### src/rtl/core/heat_stencil_cell_with_colormap_top_defines.svh
// Assertion macros for the top-level file, which checks its own logic.
`ifndef HEAT_STENCIL_CELL_WITH_COLORMAP_TOP_DEFINES_SVH
`define HEAT_STENCIL_CELL_WITH_COLORMAP_TOP_DEFINES_SVH

// A property that must hold at every clock edge outside reset.
`define HSCC_ASSERT(label, clk, rst_n, prop, msg) \
    label: assert property (@(posedge clk) disable iff (!rst_n) (prop)) \
        else $error(msg);

// A condition that must hold in the same cycle as its trigger.
`define HSCC_ASSERT_IMPL(label, clk, rst_n, ante, cons, msg) \
    label: assert property (@(posedge clk) disable iff (!rst_n) (ante) |-> (cons)) \
        else $error(msg);

`endif

### src/rtl/core/hscc_pkg.sv
package hscc_pkg;

    localparam int TEMP_W    = 16;
    localparam int COEFF_W   = 16;
    localparam int PEAK_W    = 15;
    localparam int INV_W     = 28;
    localparam int COLOR_W   = 8;
    localparam int CFG_IDX_W = 2;
    localparam int CFG_DATA_W = 28;

    typedef enum logic [CFG_IDX_W-1:0] {
        REG_COEFF_X   = 2'd0,
        REG_COEFF_Y   = 2'd1,
        REG_PEAK_TEMP = 2'd2,
        REG_INV_PEAK  = 2'd3
    } cfg_reg_e;

    localparam logic [COEFF_W-1:0] COEFF_X_RST   = 16'd6554;
    localparam logic [COEFF_W-1:0] COEFF_Y_RST   = 16'd6554;
    localparam logic [PEAK_W-1:0]  PEAK_TEMP_RST = 15'd3200;
    localparam logic [INV_W-1:0]   INV_PEAK_RST  = 28'd83886;

    localparam logic [COLOR_W-1:0] COLOR_FULL = 8'd255;

    typedef struct packed {
        logic signed [TEMP_W-1:0] centre;
        logic signed [TEMP_W-1:0] north;
        logic signed [TEMP_W-1:0] south;
        logic signed [TEMP_W-1:0] east;
        logic signed [TEMP_W-1:0] west;
        logic                     source_present;
        logic signed [TEMP_W-1:0] source_value;
        logic                     on_border;
    } cell_t;

    typedef struct packed {
        logic signed [TEMP_W-1:0] new_temp;
        logic [COLOR_W-1:0]       red;
        logic [COLOR_W-1:0]       green;
        logic [COLOR_W-1:0]       blue;
    } pix_t;

    typedef struct packed {
        logic [COEFF_W-1:0] coeff_x;
        logic [COEFF_W-1:0] coeff_y;
        logic [PEAK_W-1:0]  peak_temp;
        logic [INV_W-1:0]   inv_peak;
    } cfg_t;

endpackage

### src/rtl/core/hscc_ifs.sv
interface hscc_cell_if import hscc_pkg::*; ();
    logic  valid;
    logic  ready;
    cell_t data;

    modport source (output valid, output data, input ready);
    modport sink (input valid, input data, output ready);
endinterface

interface hscc_pix_if import hscc_pkg::*; ();
    logic valid;
    logic ready;
    pix_t data;

    modport source (output valid, output data, input ready);
    modport sink (input valid, input data, output ready);
endinterface

interface hscc_cfg_if import hscc_pkg::*; ();
    logic                  valid;
    logic                  ready;
    logic [CFG_IDX_W-1:0]  index;
    logic [CFG_DATA_W-1:0] wdata;

    modport source (output valid, output index, output wdata, input ready);
    modport sink (input valid, input index, input wdata, output ready);
endinterface

### src/rtl/core/hscc_cfg_regs.sv
module hscc_cfg_regs import hscc_pkg::*; (
    input  logic       clk,
    input  logic       rst_n,
    hscc_cfg_if.sink   cfg,
    output cfg_t       regs
);

    cfg_t regs_reg;
    cfg_t regs_next;

    assign cfg.ready = 1'b1;
    assign regs      = regs_reg;

    always_comb
    begin
        regs_next = regs_reg;
        if (cfg.valid)
        begin
            unique case (cfg_reg_e'(cfg.index))
                REG_COEFF_X:   regs_next.coeff_x   = cfg.wdata[COEFF_W-1:0];
                REG_COEFF_Y:   regs_next.coeff_y   = cfg.wdata[COEFF_W-1:0];
                REG_PEAK_TEMP: regs_next.peak_temp = cfg.wdata[PEAK_W-1:0];
                REG_INV_PEAK:  regs_next.inv_peak  = cfg.wdata[INV_W-1:0];
                default:       regs_next = regs_reg;
            endcase
        end
    end

    always_ff @(posedge clk or negedge rst_n)
    begin
        if (!rst_n)
        begin
            regs_reg.coeff_x   <= COEFF_X_RST;
            regs_reg.coeff_y   <= COEFF_Y_RST;
            regs_reg.peak_temp <= PEAK_TEMP_RST;
            regs_reg.inv_peak  <= INV_PEAK_RST;
        end
        else
        begin
            regs_reg <= regs_next;
        end
    end

endmodule

### src/rtl/core/hscc_stencil.sv
module hscc_stencil import hscc_pkg::*; (
    input  logic                     clk,
    input  logic                     load,
    input  logic signed [TEMP_W-1:0] centre,
    input  logic signed [TEMP_W-1:0] north,
    input  logic signed [TEMP_W-1:0] south,
    input  logic signed [TEMP_W-1:0] east,
    input  logic signed [TEMP_W-1:0] west,
    input  logic                     on_border,
    input  logic [COEFF_W-1:0]       coeff_x,
    input  logic [COEFF_W-1:0]       coeff_y,
    output logic signed [TEMP_W-1:0] new_temp
);

    localparam int DIFF_W = TEMP_W + 2;
    localparam int PROD_W = COEFF_W + 1 + DIFF_W;
    localparam int ACC_W  = PROD_W + 2;
    localparam int DLT_W  = ACC_W - 16;
    localparam int SUM_W  = DLT_W + 1;

    logic signed [DIFF_W-1:0] dx;
    logic signed [DIFF_W-1:0] dy;
    logic signed [DIFF_W-1:0] c2;
    logic signed [PROD_W-1:0] px_next;
    logic signed [PROD_W-1:0] py_next;
    logic signed [PROD_W-1:0] px_reg;
    logic signed [PROD_W-1:0] py_reg;
    logic signed [TEMP_W-1:0] centre_reg;
    logic                     border_reg;
    logic signed [ACC_W-1:0]  acc;
    logic signed [DLT_W-1:0]  delta;
    logic signed [SUM_W-1:0]  sum;

    always_comb
    begin
        c2 = DIFF_W'(centre) <<< 1;
        dx = DIFF_W'(east) + DIFF_W'(west) - c2;
        dy = DIFF_W'(north) + DIFF_W'(south) - c2;
        px_next = $signed({1'b0, coeff_x}) * dx;
        py_next = $signed({1'b0, coeff_y}) * dy;
    end

    always_ff @(posedge clk)
    begin
        if (load)
        begin
            px_reg     <= px_next;
            py_reg     <= py_next;
            centre_reg <= centre;
            border_reg <= on_border;
        end
    end

    // Round to nearest with ties up, then saturate the updated temperature; a border cell keeps its centre value.
    always_comb
    begin
        acc   = ACC_W'(px_reg) + ACC_W'(py_reg) + ACC_W'(32768);
        delta = acc[ACC_W-1:16];
        sum   = SUM_W'(centre_reg) + SUM_W'(delta);
        if (border_reg)
        begin
            new_temp = centre_reg;
        end
        else if (sum > SUM_W'(32767))
        begin
            new_temp = 16'sh7FFF;
        end
        else if (sum < -SUM_W'(32768))
        begin
            new_temp = -16'sh8000;
        end
        else
        begin
            new_temp = sum[TEMP_W-1:0];
        end
    end

endmodule

### src/rtl/core/hscc_colormap.sv
module hscc_colormap import hscc_pkg::*; (
    input  logic                     clk,
    input  logic                     load,
    input  logic signed [TEMP_W-1:0] temp,
    input  logic [PEAK_W-1:0]        peak_temp,
    input  logic [INV_W-1:0]         inv_peak,
    output logic [COLOR_W-1:0]       red,
    output logic [COLOR_W-1:0]       green,
    output logic [COLOR_W-1:0]       blue
);

    localparam int F_W = PEAK_W + INV_W;
    localparam int X_W = 27;
    localparam int P_W = X_W + 10;

    logic signed [TEMP_W-1:0] pk;
    logic signed [TEMP_W-1:0] t;
    logic                     is_zero;
    logic                     blue_next;
    logic                     red_next;
    logic [F_W-1:0]           f_next;
    logic [F_W-1:0]           f_reg;
    logic                     blue_reg;
    logic                     red_reg;
    logic [X_W-1:0]           x;
    logic [P_W-1:0]           prod;
    logic [COLOR_W-1:0]       comp;
    logic                     f_over;

    always_comb
    begin
        pk        = $signed({1'b0, peak_temp});
        t         = (temp > pk) ? pk : temp;
        is_zero   = (t == '0);
        blue_next = is_zero || t[TEMP_W-1];
        red_next  = !is_zero && (t == pk);
        f_next    = {{INV_W{1'b0}}, t[PEAK_W-1:0]} * {{PEAK_W{1'b0}}, inv_peak};
    end

    always_ff @(posedge clk)
    begin
        if (load)
        begin
            f_reg    <= f_next;
            blue_reg <= blue_next;
            red_reg  <= red_next;
        end
    end

    // Each segment scales a distance of at most a quarter by 1020.
    always_comb
    begin
        f_over = |f_reg[F_W-1:28];
        unique case (f_reg[27:26])
            2'd0:    x = f_reg[X_W-1:0];
            2'd1:    x = X_W'(28'h8000000 - f_reg[27:0]);
            2'd2:    x = X_W'(f_reg[27:0] - 28'h8000000);
            default: x = X_W'(29'h10000000 - {1'b0, f_reg[27:0]});
        endcase
        prod = {x, 10'b0} - {8'b0, x, 2'b0};
        comp = prod[35:28];
    end

    always_comb
    begin
        red   = '0;
        green = '0;
        blue  = '0;
        if (blue_reg)
        begin
            blue = COLOR_FULL;
        end
        else if (red_reg || f_over)
        begin
            red = COLOR_FULL;
        end
        else
        begin
            unique case (f_reg[27:26])
                2'd0:
                begin
                    green = comp;
                    blue  = COLOR_FULL;
                end
                2'd1:
                begin
                    green = COLOR_FULL;
                    blue  = comp;
                end
                2'd2:
                begin
                    red   = comp;
                    green = COLOR_FULL;
                end
                default:
                begin
                    red   = COLOR_FULL;
                    green = comp;
                end
            endcase
        end
    end

endmodule

### src/rtl/core/heat_stencil_cell_with_colormap_top.sv
// Channel   Direction  Transfer contents
// cells     sink       one grid cell with its four neighbors and source flags
// pixels    source     next temperature and RGB color of the cell
// cfg       sink       register index and write data, always ready
//
// One cell is taken per clock unless an output stall lowers cells.ready.
// The pipeline is an input register, a multiplier register and a result register.
// A stall at the output fills empty stages first and then lowers cells.ready.
// Reset clears all valid flags and loads the register defaults.
`include "heat_stencil_cell_with_colormap_top_defines.svh"

module heat_stencil_cell_with_colormap_top import hscc_pkg::*; (
    input  logic        clk,
    input  logic        rst_n,
    hscc_cell_if.sink   cells,
    hscc_pix_if.source  pixels,
    hscc_cfg_if.sink    cfg
);

    cfg_t                     regs;
    cell_t                    cell_reg;
    logic                     s1_valid_reg;
    logic                     s1_valid_next;
    logic                     s2_valid_reg;
    logic                     s2_valid_next;
    logic                     out_valid_reg;
    logic                     out_valid_next;
    pix_t                     pix_reg;
    pix_t                     pix_next;
    logic                     accept;
    logic                     s2_load;
    logic                     out_load;
    logic signed [TEMP_W-1:0] eff_centre;

    hscc_cfg_regs u_cfg (
        .clk   (clk),
        .rst_n (rst_n),
        .cfg   (cfg),
        .regs  (regs)
    );

    assign out_load     = s2_valid_reg && (!out_valid_reg || pixels.ready);
    assign s2_load      = s1_valid_reg && (!s2_valid_reg || out_load);
    assign cells.ready  = !s1_valid_reg || s2_load;
    assign accept       = cells.valid && cells.ready;
    assign pixels.valid = out_valid_reg;
    assign pixels.data  = pix_reg;

    assign eff_centre = (cell_reg.source_present && !cell_reg.on_border) ?
                        cell_reg.source_value : cell_reg.centre;

    hscc_stencil u_stencil (
        .clk       (clk),
        .load      (s2_load),
        .centre    (eff_centre),
        .north     (cell_reg.north),
        .south     (cell_reg.south),
        .east      (cell_reg.east),
        .west      (cell_reg.west),
        .on_border (cell_reg.on_border),
        .coeff_x   (regs.coeff_x),
        .coeff_y   (regs.coeff_y),
        .new_temp  (pix_next.new_temp)
    );

    hscc_colormap u_colormap (
        .clk       (clk),
        .load      (s2_load),
        .temp      (eff_centre),
        .peak_temp (regs.peak_temp),
        .inv_peak  (regs.inv_peak),
        .red       (pix_next.red),
        .green     (pix_next.green),
        .blue      (pix_next.blue)
    );

    always_comb
    begin
        s1_valid_next = s1_valid_reg;
        if (accept)
        begin
            s1_valid_next = 1'b1;
        end
        else if (s2_load)
        begin
            s1_valid_next = 1'b0;
        end

        s2_valid_next = s2_valid_reg;
        if (s2_load)
        begin
            s2_valid_next = 1'b1;
        end
        else if (out_load)
        begin
            s2_valid_next = 1'b0;
        end

        out_valid_next = out_valid_reg;
        if (out_load)
        begin
            out_valid_next = 1'b1;
        end
        else if (pixels.ready)
        begin
            out_valid_next = 1'b0;
        end
    end

    always_ff @(posedge clk or negedge rst_n)
    begin
        if (!rst_n)
        begin
            s1_valid_reg  <= 1'b0;
            s2_valid_reg  <= 1'b0;
            out_valid_reg <= 1'b0;
        end
        else
        begin
            s1_valid_reg  <= s1_valid_next;
            s2_valid_reg  <= s2_valid_next;
            out_valid_reg <= out_valid_next;
        end
    end

    always_ff @(posedge clk)
    begin
        if (accept)
        begin
            cell_reg <= cells.data;
        end
        if (out_load)
        begin
            pix_reg <= pix_next;
        end
    end

    `HSCC_ASSERT_IMPL(a_full_stall_blocks_input, clk, rst_n, s1_valid_reg && s2_valid_reg && out_valid_reg && !pixels.ready, !cells.ready, "input taken while every stage is stalled")
    `HSCC_ASSERT_IMPL(a_red_blue_exclusive, clk, rst_n, pixels.valid, pixels.data.red == '0 || pixels.data.blue == '0, "red and blue both lit")
    `HSCC_ASSERT_IMPL(a_one_channel_full, clk, rst_n, pixels.valid, pixels.data.red == COLOR_FULL || pixels.data.green == COLOR_FULL || pixels.data.blue == COLOR_FULL, "no color channel at full scale")

endmodule
### src/flat_wrapper.sv
// flat-port wrapper written by rule: the top's interface ports become plain ports
module heat_stencil_cell_with_colormap_top_flat import hscc_pkg::*;
  (clk, rst_n, cells_valid, cells_data, cells_ready, pixels_valid, pixels_data, pixels_ready, cfg_valid, cfg_index, cfg_wdata, cfg_ready);
  hscc_cell_if cells_i ();
  hscc_pix_if pixels_i ();
  hscc_cfg_if cfg_i ();
  input  logic clk;
  input  logic rst_n;
  input wire logic [$bits(cells_i.valid)-1:0] cells_valid;
  input wire logic [$bits(cells_i.data)-1:0] cells_data;
  output wire logic [$bits(cells_i.ready)-1:0] cells_ready;
  output wire logic [$bits(pixels_i.valid)-1:0] pixels_valid;
  output wire logic [$bits(pixels_i.data)-1:0] pixels_data;
  input wire logic [$bits(pixels_i.ready)-1:0] pixels_ready;
  input wire logic [$bits(cfg_i.valid)-1:0] cfg_valid;
  input wire logic [$bits(cfg_i.index)-1:0] cfg_index;
  input wire logic [$bits(cfg_i.wdata)-1:0] cfg_wdata;
  output wire logic [$bits(cfg_i.ready)-1:0] cfg_ready;
  assign cells_i.valid = cells_valid;
  assign cells_i.data = cells_data;
  assign cells_ready = cells_i.ready;
  assign pixels_valid = pixels_i.valid;
  assign pixels_data = pixels_i.data;
  assign pixels_i.ready = pixels_ready;
  assign cfg_i.valid = cfg_valid;
  assign cfg_i.index = cfg_index;
  assign cfg_i.wdata = cfg_wdata;
  assign cfg_ready = cfg_i.ready;
  heat_stencil_cell_with_colormap_top u_core (.clk(clk), .rst_n(rst_n), .cells(cells_i), .pixels(pixels_i), .cfg(cfg_i));
endmodule
### config.mk
export PLATFORM = sky130hd
export DESIGN_NAME = heat_stencil_cell_with_colormap_top_flat
export DESIGN_NICKNAME = d
export VERILOG_FILES = /design/src/rtl/core/hscc_pkg.sv /design/src/rtl/core/hscc_ifs.sv /design/src/rtl/core/hscc_cfg_regs.sv /design/src/rtl/core/hscc_stencil.sv /design/src/rtl/core/hscc_colormap.sv /design/src/rtl/core/heat_stencil_cell_with_colormap_top.sv /design/src/flat_wrapper.sv
export VERILOG_INCLUDE_DIRS = /design/src /design/src/rtl/core
export SDC_FILE = /design/constraint.sdc
export NUM_CORES = 2
export LEC_CHECK = 0
export BUFFER_PORTS_ARGS = -buffer_cell sky130_fd_sc_hd__buf_2
export CORE_UTILIZATION = 27
export DETAILED_ROUTE_END_ITERATION = 10
export PLACE_DENSITY = 0.41
export SLEW_MARGIN = 10
export SYNTH_ARGS = -nofsm -noshare
export SYNTH_HDL_FRONTEND = slang
export SYNTH_SLANG_ARGS = --single-unit
### constraint.sdc
create_clock -name clk -period 21.3 [get_ports clk]
set_input_delay 2.13 -clock clk [delete_from_list [all_inputs] [get_ports clk]]
set_output_delay 2.13 -clock clk [all_outputs]
set_load 0.01 [all_outputs]
==> metrics.yaml <==
grt_max_degree: 78
cpMostUsedCell: "fa_1"
synth_warnings: 0
initial_utilization_pct: 27.14
critPathBufInv: 6
netlist_area_mm2: 0.05614
r2r_end: "u_core.u_stencil.py_reg[33]"
hold_violations: 0
cts_buffers: 47
slew_viol_final: 0
synth_cells: 5756
arrival_ns: 11.85
reg2reg_from: "u_core.cell_reg[0]"
htree_levels: 2
finalNetCount: 7363
setup_viol: 0
finalClockSkew_ns: 0.07249
path_depth: 36
wl_per_cell_um: 21.06
die-area_mm2: 0.2098
cts_setup_buffers: 0
core_mm2: 0.2069
antenna_left: 0
stdcell_area_mm2: 0.06195
track_usage_pct: 17.48
synth-main-ff-cell: "edfxtp_1"
vias: 39610
setup.worst_path.end: "u_core.u_stencil.py_reg[33]"
drtIter0Drc: 1916
rsz0062_at_grt: "false"
die_w_um: 458.0
cpPeakStageDelay_ns: 0.89
cp-end-kind: "flip-flop"
hold_buffers: 0
ys_ff_latch: 348
worst_slew_pin_slew_ns: 1.170
synth_cell_type_count: 106
post-route-min-period_ns: 11.49
insertion_delay_ns: 0.70
start_kind: "flip-flop"
async_flop_share_pct: 22.41
io_buffers: 174
grt_pass1_vias: 42410
gr-total-overflow: 0
drc_errors: 0
antenna_found_initial: 32
drv_cap: 0
largest_register_ffs: 98
cp_max_fo: 16
ys_seq_area_share_pct: 17.98
synth_edf_count: 270
fp-row-count: 167
status: "complete, no violations"
min_delay_path_depth: 0
rrSetupSlack_ns: 9.81
drt-vias-per-instance: 4.615
place_area_mm2: 0.06031
hp-class: "reg -> reg"
io_pins: 176
path_class: "reg -> reg"
required_ns: 21.66
clock-sinks: 348
startpoint: "u_core.cell_reg[0]"
cpMaxStageDelayCell: "nand2b_1"
finalWirelength_um: 180800
maxSlewHeadroom_pct: 21.97
cts.path.max_buffers: 3
cts-root-buf: "clkbuf_16"
syn_nets: 7290
drt_pass1_iterations: 6
cts_resized: 0
worst_r2r_path_depth: 36
grt_pass1_wl_um: 274500
avgSynthCellArea_um2: 9.753
path_clk_slew_ns: 0.06
gp_congestion: 0.8522
die_y_um: 458.0
finalSetupTns_ns: 0
tritoncts: "yes"
max_freq_mhz: 87.07
fin_crit_sh_pct: 53.92
hold_ws_ns: 0.4605
critical_path.top_delay_family: "adder cells"
dp_hpwl_um: 145400
syn2layout_area_growth_pct: 10.35
final_layout_size_suffix_gt1_share_pct: 9.596
==> cells by family (layout without fill, tap and decap cells) <==
| kind of cell | count (synthesis) | after routing | share of synthesized area (%) |
|---|---|---|---|
| other | 1 | 11 | 0.006680 |
| adders and majority gates | 1401 | 1401 | 43.99 |
| and+or+nand+nor | 1646 | 1646 | 15.09 |
| buffers and inverters | 1407 | 1518 | 9.479 |
| AOI/OAI and AO/OA | 603 | 603 | 7.417 |
| DFF | 348 | 348 | 17.98 |
| xor gates and xnor gates | 211 | 211 | 3.319 |
| muxes | 139 | 139 | 2.719 |
==> metrics by stage <==
step	utilization, %	setup WS (ns)	cells
after floorplan	-	11.43	5756
after global placement	29.15	10.09	8484
after detailed placement	29.15	9.811	8484
after CTS	29.94	9.669	8571
after global routing	29.94	8.914	8575
final	29.95	9.815	8581
==> synth_stat cells, types with 43 or more instances <==
cell type	number	area (µm²)
inv_1	1169	4388
fa_1	955	19120
nand2_1	602	2260
and2_1	457	2859
ha_1	446	5580
edfxtp_1	270	8108
clkbuf_1	223	837.1
xnor2_1	153	1340
nor2_1	144	540.5
a21oi_1	128	640.6
nand3_1	108	540.5
mux2_2	103	1160
a21o_1	82	615.6
o21ai_0	78	390.4
nand2b_1	59	369.1
xor2_1	56	490.5
nor2b_1	54	337.8
dfrtp_1	51	1276
a31oi_1	43	269.0
==> cells in the final DEF, fill, tap and decap left out, types with 10 or more instances in the layout <==
master | Yosys | routed
diode_2 | 0 | 10
nor2_1 | 144 | 140
nor2b_1 | 54 | 54
ha_1 | 446 | 446
nand4_1 | 41 | 41
mux2i_2 | 0 | 10
dfstp_2 | 27 | 27
a31oi_1 | 43 | 43
a211oi_1 | 19 | 19
mux2i_1 | 34 | 19
o211ai_1 | 15 | 15
inv_1 | 1169 | 1169
a2bb2oi_1 | 14 | 14
o311a_1 | 10 | 10
clkbuf_16 | 0 | 47
nand2b_1 | 59 | 59
o21ai_1 | 39 | 39
dfrtp_1 | 51 | 51
a21oi_1 | 128 | 128
o21ai_0 | 78 | 78
buf_4 | 5 | 89
or3_1 | 18 | 18
nor4b_1 | 26 | 26
buf_2 | 5 | 173
edfxtp_1 | 270 | 270
fa_1 | 955 | 955
nor3_1 | 38 | 38
nand3_1 | 108 | 107
and3_1 | 23 | 23
o21a_1 | 25 | 25
nand2_1 | 602 | 602
nor4_1 | 15 | 15
mux2_2 | 103 | 103
and2_1 | 457 | 454
o21bai_1 | 25 | 25
xor2_1 | 56 | 55
xnor2_1 | 153 | 151
a21o_1 | 82 | 82
==> routing by layer <==
layer / global-route usage [%] / share of wire, % / wire, µm
met5: 0 / 0.017 / 31
met2: 31.53 / 51 / 92440
met4: 4.677 / 2.8 / 5149
met3: 1.521 / 2.8 / 5080
met1: 22.19 / 43 / 78050
==> worst min path at each step <==
stage	start	to
after floorplan	u_core.cell_reg[0]	u_core.u_stencil.border_reg
after CTS	u_core.cell_reg[0]	u_core.u_stencil.border_reg
after global placement	u_core.cell_reg[0]	u_core.u_stencil.border_reg
after detailed placement	u_core.cell_reg[0]	u_core.u_stencil.border_reg
final	u_core.cell_reg[0]	u_core.u_stencil.border_reg
after global routing	u_core.cell_reg[0]	u_core.u_stencil.border_reg
==> final cells by class <==
type	instances	area, µm²
Fill cell	21740	144900
Multi-Input combinational cell	4001	40910
Sequential cell	348	10090
Inverter	1169	4388
Tap cell	2704	3383
Timing Repair Buffer	262	1534
Clock buffer	57	1224
Clock inverter	30	395.4
Antenna cell	10	25.02
Power is left out: the tool's default activity adds up to more than one toggle a clock period on the data nets, which glitch-free logic cannot reach.
